**config.mk**
```make
export PLATFORM = sky130hd
export DESIGN_NAME = effect_slot_scheduler_unit
export DESIGN_NICKNAME = d
export VERILOG_FILES = /design/src/design/esched_pkg.sv /design/src/design/esched_front.sv /design/src/design/esched_back.sv /design/src/design/esched_outq.sv /design/src/design/effect_slot_scheduler_unit.sv
export SDC_FILE = /design/constraint.sdc
export NUM_CORES = 2
export LEC_CHECK = 0
export BUFFER_PORTS_ARGS = -buffer_cell sky130_fd_sc_hd__buf_2
export CAP_MARGIN = 30
export CORE_ASPECT_RATIO = 0.8
export CORE_UTILIZATION = 30
export CTS_CLUSTER_DIAMETER = 80
export DETAILED_ROUTE_END_ITERATION = 6
export PLACE_DENSITY = 0.57
export SLEW_MARGIN = 20
export SYNTH_ARGS = -nofsm -noshare
export SYNTH_HDL_FRONTEND = slang
export SYNTH_SLANG_ARGS = --single-unit
```
**constraint.sdc**
```tcl
create_clock -name clk -period 8 [get_ports clk]
set_clock_uncertainty 0.2 [all_clocks]
set_input_delay 1.2 -clock clk [delete_from_list [all_inputs] [get_ports clk]]
set_output_delay 1.2 -clock clk [all_outputs]
set_load 0.02 [all_outputs]
```
**src/design/esched_pkg.sv**
```systemverilog
`default_nettype none
package esched_pkg;

	localparam int ACTION_W = 2;
	localparam int SLOT_W   = 4;
	localparam int COUNT_W  = 8;
	localparam int DUR_W    = 16;
	localparam int TIME_W   = 32;
	localparam int CMD_W    = 3;
	localparam int PERIOD_W = 16;
	localparam int BASE_W   = 10;
	localparam int SHIFT_W  = 4;
	localparam int ACTIVE_W = 8;

	typedef enum logic [ACTION_W-1:0] {
		ACT_UPLOAD = 2'd0,
		ACT_PLAY   = 2'd1,
		ACT_STOP   = 2'd2,
		ACT_TICK   = 2'd3
	} action_t;

	typedef enum logic [CMD_W-1:0] {
		CMD_ACCEPTED = 3'd0,
		CMD_UPLOAD   = 3'd1,
		CMD_PLAY     = 3'd2,
		CMD_STOP     = 3'd3,
		CMD_BACKOFF  = 3'd4,
		CMD_REJECTED = 3'd5
	} command_t;

	typedef enum logic [2:0] {
		KIND_REJECT  = 3'd0,
		KIND_UPLOAD  = 3'd1,
		KIND_PLAY    = 3'd2,
		KIND_HALT    = 3'd3,
		KIND_STOP    = 3'd4,
		KIND_BACKOFF = 3'd5,
		KIND_WALK    = 3'd6
	} kind_t;

	typedef struct packed {
		kind_t               kind;
		logic [SLOT_W-1:0]   slot;
		logic [COUNT_W-1:0]  count;
		logic [DUR_W-1:0]    dur;
		logic [TIME_W-1:0]   now;
	} item_t;

	typedef struct packed {
		command_t             command;
		logic [SLOT_W-1:0]    effect_slot;
		logic [PERIOD_W-1:0]  next_period_ms;
		logic                 keep_running;
		logic                 last;
	} result_t;

endpackage
`default_nettype wire

```
**src/design/esched_front.sv**
```systemverilog
`default_nettype none
module esched_front #(
	parameter int SLOTS = 16
) (
	input  wire logic                            clk,
	input  wire logic                            arst_n,
	input  wire logic                            push,
	output logic                                 full,
	input  wire logic [esched_pkg::ACTION_W-1:0] action,
	input  wire logic [esched_pkg::SLOT_W-1:0]   slot,
	input  wire logic [esched_pkg::COUNT_W-1:0]  repeat_count,
	input  wire logic [esched_pkg::DUR_W-1:0]    duration_ms,
	input  wire logic                            zero_period_periodic,
	input  wire logic [esched_pkg::TIME_W-1:0]   now_ms,
	input  wire logic                            link_busy,
	output esched_pkg::item_t                    item,
	output logic                                 item_valid,
	input  wire logic                            item_pop
);
	import esched_pkg::*;

	localparam int QDEPTH = 2;
	localparam int QPTR_W = $clog2(QDEPTH);

	item_t              in_item;
	logic               in_range;
	logic               wr_en;
	item_t              mem_q [QDEPTH];
	logic [QPTR_W-1:0]  wr_ptr_q;
	logic [QPTR_W-1:0]  rd_ptr_q;
	logic [QPTR_W:0]    count_q;

	assign in_range = {1'b0, slot} < (SLOT_W+1)'(SLOTS);

	always_comb begin
		in_item.slot  = slot;
		in_item.count = repeat_count;
		in_item.dur   = duration_ms;
		in_item.now   = now_ms;
		in_item.kind  = KIND_REJECT;
		case (action_t'(action))
			ACT_UPLOAD: begin
				if (in_range && !zero_period_periodic) in_item.kind = KIND_UPLOAD;
			end
			ACT_PLAY: begin
				if (in_range) in_item.kind = (repeat_count != '0) ? KIND_PLAY : KIND_HALT;
			end
			ACT_STOP: begin
				if (in_range) in_item.kind = KIND_STOP;
			end
			ACT_TICK: begin
				in_item.kind = link_busy ? KIND_BACKOFF : KIND_WALK;
			end
			default: in_item.kind = KIND_REJECT;
		endcase
	end

	assign full       = (count_q == (QPTR_W+1)'(QDEPTH));
	assign item_valid = (count_q != '0);
	assign item       = mem_q[rd_ptr_q];
	assign wr_en      = push && !full;

	always_ff @(posedge clk) begin
		if (wr_en) mem_q[wr_ptr_q] <= in_item;
	end

	always_ff @(posedge clk or negedge arst_n) begin
		if (!arst_n) begin
			wr_ptr_q <= '0;
			rd_ptr_q <= '0;
			count_q  <= '0;
		end else begin
			if (wr_en) wr_ptr_q <= wr_ptr_q + QPTR_W'(1);
			if (item_pop) rd_ptr_q <= rd_ptr_q + QPTR_W'(1);
			case ({wr_en, item_pop})
				2'b10:   count_q <= count_q + (QPTR_W+1)'(1);
				2'b01:   count_q <= count_q - (QPTR_W+1)'(1);
				default: count_q <= count_q;
			endcase
		end
	end

`ifndef NO_ASSERTIONS
	a_no_underflow: assert property (@(posedge clk) disable iff (!arst_n)
		item_pop |-> (count_q != '0))
		else $error("item queue read while empty");
`endif

endmodule
`default_nettype wire

```
**src/design/esched_back.sv**
```systemverilog
`default_nettype none
module esched_back #(
	parameter int SLOTS = 16
) (
	input  wire logic                          clk,
	input  wire logic                          arst_n,
	input  wire logic                          cfg_we,
	input  wire logic [esched_pkg::BASE_W-1:0] cfg_wdata,
	input  wire esched_pkg::item_t             item,
	input  wire logic                          item_valid,
	output logic                               item_pop,
	output esched_pkg::result_t                res,
	output logic                               res_push,
	input  wire logic                          res_full
);
	import esched_pkg::*;

	localparam int IDX_W  = $clog2(SLOTS);
	localparam int WIDE_W = BASE_W + (1 << SHIFT_W) - 1;

	typedef enum logic [3:0] {
		ST_IDLE   = 4'b0001,
		ST_EXPIRE = 4'b0010,
		ST_EMIT   = 4'b0100,
		ST_FINAL  = 4'b1000
	} state_t;

	state_t               state_q;
	logic [BASE_W-1:0]    base_q;
	logic [SHIFT_W-1:0]   shift_q;
	logic [ACTIVE_W-1:0]  active_q;
	logic [IDX_W-1:0]     highest_q;
	logic [IDX_W-1:0]     idx_q;
	logic [TIME_W-1:0]    now_q;
	logic [SLOTS-1:0]     upload_q;
	logic [SLOTS-1:0]     start_q;
	logic [SLOTS-1:0]     stop_q;
	logic [SLOTS-1:0]     playing_q;
	logic [COUNT_W-1:0]   repeats_q [SLOTS];
	logic [TIME_W-1:0]    started_q [SLOTS];
	logic [DUR_W-1:0]     length_q  [SLOTS];

	logic [IDX_W-1:0]     item_idx;
	logic [WIDE_W-1:0]    wide_period;
	logic [PERIOD_W-1:0]  period;
	logic [TIME_W-1:0]    elapsed;
	logic                 expired;
	logic                 need;
	logic                 take;

	assign item_idx    = item.slot[IDX_W-1:0];
	assign wide_period = WIDE_W'(base_q) << shift_q;
	assign period      = (|wide_period[WIDE_W-1:PERIOD_W]) ? '1 : wide_period[PERIOD_W-1:0];
	assign elapsed     = now_q - started_q[idx_q];
	assign expired     = playing_q[idx_q] && (elapsed >= TIME_W'(length_q[idx_q]));
	assign need        = start_q[idx_q] || stop_q[idx_q];
	assign take        = (state_q == ST_IDLE) && item_valid && !res_full;
	assign item_pop    = take;

	always_comb begin
		res.command        = CMD_ACCEPTED;
		res.effect_slot    = '0;
		res.next_period_ms = '0;
		res.keep_running   = 1'b0;
		res.last           = 1'b0;
		res_push           = 1'b0;
		case (state_q)
			ST_IDLE: begin
				if (take) begin
					res.last = 1'b1;
					case (item.kind)
						KIND_WALK: res_push = 1'b0;
						KIND_BACKOFF: begin
							res_push           = 1'b1;
							res.command        = CMD_BACKOFF;
							res.next_period_ms = period;
							res.keep_running   = 1'b1;
						end
						KIND_REJECT: begin
							res_push        = 1'b1;
							res.command     = CMD_REJECTED;
							res.effect_slot = item.slot;
						end
						default: begin
							res_push        = 1'b1;
							res.effect_slot = item.slot;
						end
					endcase
				end
			end
			ST_EMIT: begin
				if (need && !res_full) begin
					res_push        = 1'b1;
					res.effect_slot = SLOT_W'(idx_q);
					if (upload_q[idx_q]) res.command = CMD_UPLOAD;
					else if (start_q[idx_q]) res.command = CMD_PLAY;
					else res.command = CMD_STOP;
				end
			end
			ST_FINAL: begin
				if (!res_full) begin
					res_push           = 1'b1;
					res.next_period_ms = period;
					res.keep_running   = (active_q != '0);
					res.last           = 1'b1;
				end
			end
			default: res_push = 1'b0;
		endcase
	end

	always_ff @(posedge clk or negedge arst_n) begin
		if (!arst_n) begin
			state_q   <= ST_IDLE;
			base_q    <= BASE_W'(8);
			shift_q   <= '0;
			active_q  <= '0;
			highest_q <= '0;
			idx_q     <= '0;
			now_q     <= '0;
			upload_q  <= '0;
			start_q   <= '0;
			stop_q    <= '0;
			playing_q <= '0;
			for (int i = 0; i < SLOTS; i++) begin
				repeats_q[i] <= '0;
				started_q[i] <= '0;
				length_q[i]  <= '0;
			end
		end else begin
			if (cfg_we) base_q <= cfg_wdata;
			case (state_q)
				ST_IDLE: begin
					if (take) begin
						case (item.kind)
							KIND_UPLOAD: begin
								if (item_idx > highest_q) highest_q <= item_idx;
								length_q[item_idx] <= item.dur;
								upload_q[item_idx] <= 1'b1;
							end
							KIND_PLAY: begin
								if (playing_q[item_idx]) stop_q[item_idx] <= 1'b1;
								else if (active_q != '1) active_q <= active_q + ACTIVE_W'(1);
								repeats_q[item_idx] <= item.count;
								start_q[item_idx]   <= 1'b1;
							end
							KIND_HALT: begin
								stop_q[item_idx] <= 1'b1;
								if (active_q != '0) active_q <= active_q - ACTIVE_W'(1);
							end
							KIND_STOP: stop_q[item_idx] <= 1'b1;
							KIND_BACKOFF: begin
								if (shift_q != '1) shift_q <= shift_q + SHIFT_W'(1);
							end
							KIND_WALK: begin
								now_q   <= item.now;
								idx_q   <= '0;
								state_q <= ST_EXPIRE;
							end
							default: state_q <= ST_IDLE;
						endcase
					end
				end
				ST_EXPIRE: begin
					if (expired) begin
						playing_q[idx_q] <= 1'b0;
						if (repeats_q[idx_q] != '0) begin
							start_q[idx_q]   <= 1'b1;
							repeats_q[idx_q] <= repeats_q[idx_q] - COUNT_W'(1);
						end
					end
					state_q <= ST_EMIT;
				end
				ST_EMIT: begin
					if (!need) begin
						if (idx_q == highest_q) begin
							state_q <= ST_FINAL;
						end else begin
							idx_q   <= idx_q + IDX_W'(1);
							state_q <= ST_EXPIRE;
						end
					end else if (!res_full) begin
						if (upload_q[idx_q]) begin
							upload_q[idx_q]  <= 1'b0;
							playing_q[idx_q] <= 1'b0;
						end else if (start_q[idx_q]) begin
							start_q[idx_q]   <= 1'b0;
							playing_q[idx_q] <= 1'b1;
							started_q[idx_q] <= now_q;
						end else begin
							stop_q[idx_q]    <= 1'b0;
							playing_q[idx_q] <= 1'b0;
						end
					end
				end
				ST_FINAL: begin
					if (!res_full) state_q <= ST_IDLE;
				end
				default: state_q <= ST_IDLE;
			endcase
		end
	end

`ifndef NO_ASSERTIONS
	a_walk_bound: assert property (@(posedge clk) disable iff (!arst_n)
		(state_q == ST_EMIT || state_q == ST_EXPIRE) |-> (idx_q <= highest_q))
		else $error("slot walk past highest slot");
	a_final_done: assert property (@(posedge clk) disable iff (!arst_n)
		(res_push && state_q == ST_FINAL) |=> (state_q == ST_IDLE))
		else $error("walk did not end after final transfer");
	a_emit_not_last: assert property (@(posedge clk) disable iff (!arst_n)
		(res_push && state_q == ST_EMIT) |-> !res.last)
		else $error("slot command marked last");
`endif

endmodule
`default_nettype wire

```
**src/design/esched_outq.sv**
```systemverilog
`default_nettype none
module esched_outq (
	input  wire logic                 clk,
	input  wire logic                 arst_n,
	input  wire logic                 push,
	input  wire esched_pkg::result_t  wdata,
	output logic                      full,
	output logic                      empty,
	input  wire logic                 pop,
	output esched_pkg::result_t       head
);
	import esched_pkg::*;

	localparam int QDEPTH = 4;
	localparam int QPTR_W = $clog2(QDEPTH);

	result_t            mem_q [QDEPTH];
	logic [QPTR_W-1:0]  wr_ptr_q;
	logic [QPTR_W-1:0]  rd_ptr_q;
	logic [QPTR_W:0]    count_q;
	logic               wr_en;
	logic               rd_en;

	assign full  = (count_q == (QPTR_W+1)'(QDEPTH));
	assign empty = (count_q == '0);
	assign head  = mem_q[rd_ptr_q];
	assign wr_en = push && !full;
	assign rd_en = pop && !empty;

	always_ff @(posedge clk) begin
		if (wr_en) mem_q[wr_ptr_q] <= wdata;
	end

	always_ff @(posedge clk or negedge arst_n) begin
		if (!arst_n) begin
			wr_ptr_q <= '0;
			rd_ptr_q <= '0;
			count_q  <= '0;
		end else begin
			if (wr_en) wr_ptr_q <= wr_ptr_q + QPTR_W'(1);
			if (rd_en) rd_ptr_q <= rd_ptr_q + QPTR_W'(1);
			case ({wr_en, rd_en})
				2'b10:   count_q <= count_q + (QPTR_W+1)'(1);
				2'b01:   count_q <= count_q - (QPTR_W+1)'(1);
				default: count_q <= count_q;
			endcase
		end
	end

`ifndef NO_ASSERTIONS
	a_no_overflow: assert property (@(posedge clk) disable iff (!arst_n)
		!(push && full))
		else $error("result dropped on full queue");
`endif

endmodule
`default_nettype wire

```
**src/design/effect_slot_scheduler_unit.sv**
```systemverilog
// channel   direction  transfer condition    payload
// input     in         push & !full          action slot repeat_count duration_ms
//                                            zero_period_periodic now_ms link_busy
// result    out        pop & !empty          command effect_slot next_period_ms
//                                            keep_running last
// config    in         cfg_we                cfg_wdata (base_period_ms)
//
// upload, play, stop, busy tick: one result from the slot engine
// idle tick: taken in idle, then an expire and an emit step per slot up to the highest
// uploaded slot, one emit per command and a final result; the slot walk sequencer sets this
// reset: asynchronous, clears all slot state at once, no clearing pass
// stalls: a full result queue holds the slot engine; input taken while the
// 2-entry item queue has room
`default_nettype none
module effect_slot_scheduler_unit #(
	parameter int SLOTS = 16
) (
	input  wire logic                            clk,
	input  wire logic                            arst_n,
	input  wire logic                            cfg_we,
	input  wire logic [esched_pkg::BASE_W-1:0]   cfg_wdata,
	input  wire logic                            push,
	output logic                                 full,
	input  wire logic [esched_pkg::ACTION_W-1:0] action,
	input  wire logic [esched_pkg::SLOT_W-1:0]   slot,
	input  wire logic [esched_pkg::COUNT_W-1:0]  repeat_count,
	input  wire logic [esched_pkg::DUR_W-1:0]    duration_ms,
	input  wire logic                            zero_period_periodic,
	input  wire logic [esched_pkg::TIME_W-1:0]   now_ms,
	input  wire logic                            link_busy,
	output logic                                 empty,
	input  wire logic                            pop,
	output logic [esched_pkg::CMD_W-1:0]         command,
	output logic [esched_pkg::SLOT_W-1:0]        effect_slot,
	output logic [esched_pkg::PERIOD_W-1:0]      next_period_ms,
	output logic                                 keep_running,
	output logic                                 last
);
	import esched_pkg::*;

	item_t    item;
	logic     item_valid;
	logic     item_pop;
	result_t  res;
	logic     res_push;
	logic     res_full;
	result_t  head;

	esched_front #(
		.SLOTS(SLOTS)
	) u_front (
		.clk                  (clk),
		.arst_n               (arst_n),
		.push                 (push),
		.full                 (full),
		.action               (action),
		.slot                 (slot),
		.repeat_count         (repeat_count),
		.duration_ms          (duration_ms),
		.zero_period_periodic (zero_period_periodic),
		.now_ms               (now_ms),
		.link_busy            (link_busy),
		.item                 (item),
		.item_valid           (item_valid),
		.item_pop             (item_pop)
	);

	esched_back #(
		.SLOTS(SLOTS)
	) u_back (
		.clk        (clk),
		.arst_n     (arst_n),
		.cfg_we     (cfg_we),
		.cfg_wdata  (cfg_wdata),
		.item       (item),
		.item_valid (item_valid),
		.item_pop   (item_pop),
		.res        (res),
		.res_push   (res_push),
		.res_full   (res_full)
	);

	esched_outq u_outq (
		.clk    (clk),
		.arst_n (arst_n),
		.push   (res_push),
		.wdata  (res),
		.full   (res_full),
		.empty  (empty),
		.pop    (pop),
		.head   (head)
	);

	assign command        = head.command;
	assign effect_slot    = head.effect_slot;
	assign next_period_ms = head.next_period_ms;
	assign keep_running   = head.keep_running;
	assign last           = head.last;

endmodule
`default_nettype wire

```
==> run_results.csv <==
group,metric,value,unit
pwr,clockPowerShare,0.305,
pwr,ir_worst_vdd,0.000199,V
worst_setup_path,worstPathArrival,7930,ps
synthesis,synth_top_area_cell,"dfrtp_1",
timing,finalSetupViolCount,0,
cts,cts_buffer_depth,3,
global_route,antenna_found_initial,6,
cts,cts_buffers,144,
routing,via_per_inst,5.31,
finish,area_growth,14.4,%
synthesis,synth_area_leaders,"dfrtp_1 44%, mux4_2 12%, edfxtp_1 11%, mux2_2 10%, o21ai_0 3.4%",
placement,port_buffers,105,
worst_setup_path,critPathLaunchType,"flip-flop",
floorplan,start_util,0.302,
floorplan,core_region_area,0.196,mm²
global_route,grt_usage,0.166,
timing,rsz0062_at_grt,"false",
synthesis,yosysWarnings,0,
timing,drv_slew,0,
floorplan,die_area,0.199,mm²
placement,dp_cells,6887,
routing,via_count,38004,
worst_hold_path,hold_path.class,"in2async",
synthesis,mappedNetlistNets,4577,
cts,cts.reportedPaths.clkPinSlew,60,ps
finish,drive_gt1_frac,0.298,
cts,ctsHoldBuffers,0,
global_route,grt_overflow_total,0,
synthesis,ys_ff_latch,1263,
placement,place_congestion,0.899,
synthesis,ys.flop_type,"dfrtp_1",
timing,setup_tns,0,ps
routing,drt_iter0_markers,3637,
synthesis,synth_edf_count,226,
timing,maxSlewHeadroom,0.312,
pwr,powerDensity,324,mW/mm²
cts,cts_tree,"done",
global_route,grt_pass1_vias,38576,
timing,final.setup.worst_slack,496,ps
cts,cts_sinks,1263,
finish,finalNetCount,4628,
pwr,p_leak,28.4,nW
synthesis,synth_top_cell_area_share,0.438,
floorplan,die_h,399,µm
worst_setup_path,worstSetupEndpointType,"flip-flop",
routing,antenna_left,0,
global_route,grt_pass1_wl,253,mm
placement,place_ws,593,ps
pwr,sw_frac_of_total,0.355,
routing,drt-wirelength-per-cell,23.0,µm
finish,finalNonFillerCells,7163,
worst_setup_path,r2r_slack,500,ps
placement,dp_hpwl,103,mm
routing,drcViolationCount,0,
timing,worst_slew_pin_slew,1030,ps
worst_setup_path,required,8430,ps
cts,cts_setup_buffers,0,
synthesis,syn_avg_cell_area,13.4,µm²
routing,wirelength,165,mm
synthesis,synth_area,0.0591,mm²
pwr,sequentialPowerShare,0.404,
timing,min_period,7500,ps
finish,utilization,0.346,
routing,firstDrtPassIters,6,
worst_setup_path,worstSetupPathType,"reg2reg",
floorplan,rows,145,
cts,insertion_delay,770,ps
outcome,status,"complete, no violations",
timing,fmax,133,MHz
pwr,combPwrFrac,0.291,
timing,timing_hold_violations_final,0,
global_route,grt_start_max_net_pins,200,
worst_setup_path,worstPathMaxFanout,45,
pwr,switchingPower,7.78,mW
synthesis,synthCells,4424,
timing,fin_hold_ws,258,ps
floorplan,num_io_pins,106,
synthesis,async_reset_ff_frac,0.821,
cts,post_cts_resized,0,
synthesis,yosysUniqueCellTypes,81,
timing,timing.final.crit_share,0.938,
synthesis,ys_seq_area_frac,0.554,
cts,cts_root_buf,"clkbuf_16",
pwr,p_int,14.1,mW
floorplan,die_w,498,µm
run,cap_violations,0,
cts,htreeDepth,4,
## power by group through the flow
stage	Sequential (mW)	Combinational [mW]	Clock, mW
after floorplan	8.42	4.46	0
after global routing	9.04	6.98	7.10
after global placement	8.95	6.04	0
final	8.86	6.39	6.68
after CTS	8.89	6.30	6.84
after detailed placement	8.99	6.28	0
## area by class of cell
cell class | instances | area (µm²)
fillers | 18888 | 128000
flip-flops and latches | 1263 | 32800
multi-input cells | 2739 | 24800
clock buffers | 208 | 4170
well taps | 2572 | 3220
repair buffers | 234 | 1730
clock inverters | 53 | 614
inverters | 93 | 349
diodes | 1 | 2.50
## cell families after synthesis
kind of cell / after synthesis / synth area share
DFF: 1263 / 0.554
muxes: 938 / 0.239
AOI/OAI and AO/OA: 921 / 0.0989
and+or+nand+nor: 756 / 0.0548
buffers and inverters: 422 / 0.0299
adders and majority gates: 74 / 0.0160
xor gates and xnor gates: 50 / 0.00766
## worst max-delay path, stage by stage (launching register included)
cell and delay (ps):
dfrtp_4 810, buf_4 330, mux4_2 510, mux4_2 510, inv_1 110, ha_1 260, a21oi_1 230, o21ai_0 190
a221oi_1 460, nand2_1 200, xor2_1 180, ha_1 300, a21oi_1 150, o21ai_0 110, or3_1 370, nor4_1 280
o211ai_1 130, nor4b_1 470, o2111a_1 420, a41oi_2 150, buf_4 250, nand2_2 100, buf_4 420, o2bb2ai_1 160
## cells in the mapped netlist (6+ instances only)
master	count
a211oi_1	14
a21o_1	12
a21oi_1	116
a22o_1	48
a22oi_1	83
a311oi_1	7
a31oi_1	7
and3_1	13
buf_1	39
buf_2	55
buf_6	11
clkbuf_1	218
dfrtp_1	1035
edfxtp_1	226
ha_1	71
inv_1	92
mux2_2	523
mux2i_1	85
mux4_2	325
nand2_1	447
nand2b_1	17
nand3_1	33
nand4_1	16
nor2_1	137
nor2b_1	12
nor3_1	40
o211ai_1	14
o211ai_2	10
o21a_1	10
o21ai_0	397
o22ai_1	53
o2bb2ai_1	80
o31ai_1	19
o41ai_1	13
or2_2	6
xnor2_1	28
xor2_1	20
## flip-flops by register name, indices dropped and copies added, names as in the netlist, 16 cells and up, named ones only
register and flops:
u_back.length_q 256, u_back.now_q 32, u_back.repeats_q 128, u_back.start_q 16
u_back.started_q 512, u_back.stop_q 16, u_back.upload_q 16, u_front.mem_q 126
u_outq.mem_q 100
## worst paths after layout
kind,start,endpoint,cells past startpoint
min in group clk,u_back.length_q[138],u_back.length_q[138],2
min,arst_n,u_back.started_q[240],1
max,u_back.idx_q[0],u_back.repeats_q[70],23
max in group asynchronous,arst_n,u_back.length_q[128],3
max reg2reg,u_back.idx_q[0],u_back.repeats_q[70],23
min reg2reg,u_back.length_q[138],u_back.length_q[138],2
## routing by layer
metal | wire [µm] | vias to the layer above | track usage
li1 | - | 16656 | -
met1 | 76700 | 19800 | 0.243
met2 | 73000 | 1273 | 0.248
met3 | 11100 | 273 | 0.0345
met4 | 3910 | 2 | 0.0461
met5 | 7 | - | 0
## cell usage in the layout (no fill, tap or decap), types with 18 or more instances in the layout
master / Yosys / routed
clkbuf_1: 218 / 35
nand2_1: 447 / 445
a21oi_1: 116 / 115
o22ai_1: 53 / 53
a22o_1: 48 / 48
o2bb2ai_1: 80 / 80
nor2_1: 137 / 124
clkbuf_16: 0 / 147
xor2_1: 20 / 18
nor3_1: 40 / 40
a22oi_1: 83 / 83
buf_2: 55 / 112
clkbuf_8: 0 / 26
mux4_2: 325 / 325
o21ai_0: 397 / 397
mux2i_1: 85 / 83
inv_1: 92 / 92
xnor2_1: 28 / 26
mux2_2: 523 / 523
buf_4: 5 / 95
nand3_1: 33 / 29
edfxtp_1: 226 / 226
o31ai_1: 19 / 19
dfrtp_1: 1035 / 1029
ha_1: 71 / 71
## metrics by stage
step / total power [mW] / area, µm²
global route: 23.1 / 67600
detailed placement: 15.3 / 62700
global placement: 15.0 / 62500
floorplan: 12.9 / 59100
finish: 21.9 / 67600
CTS: 22.0 / 67500
Power figures use the tool's default switching activity.
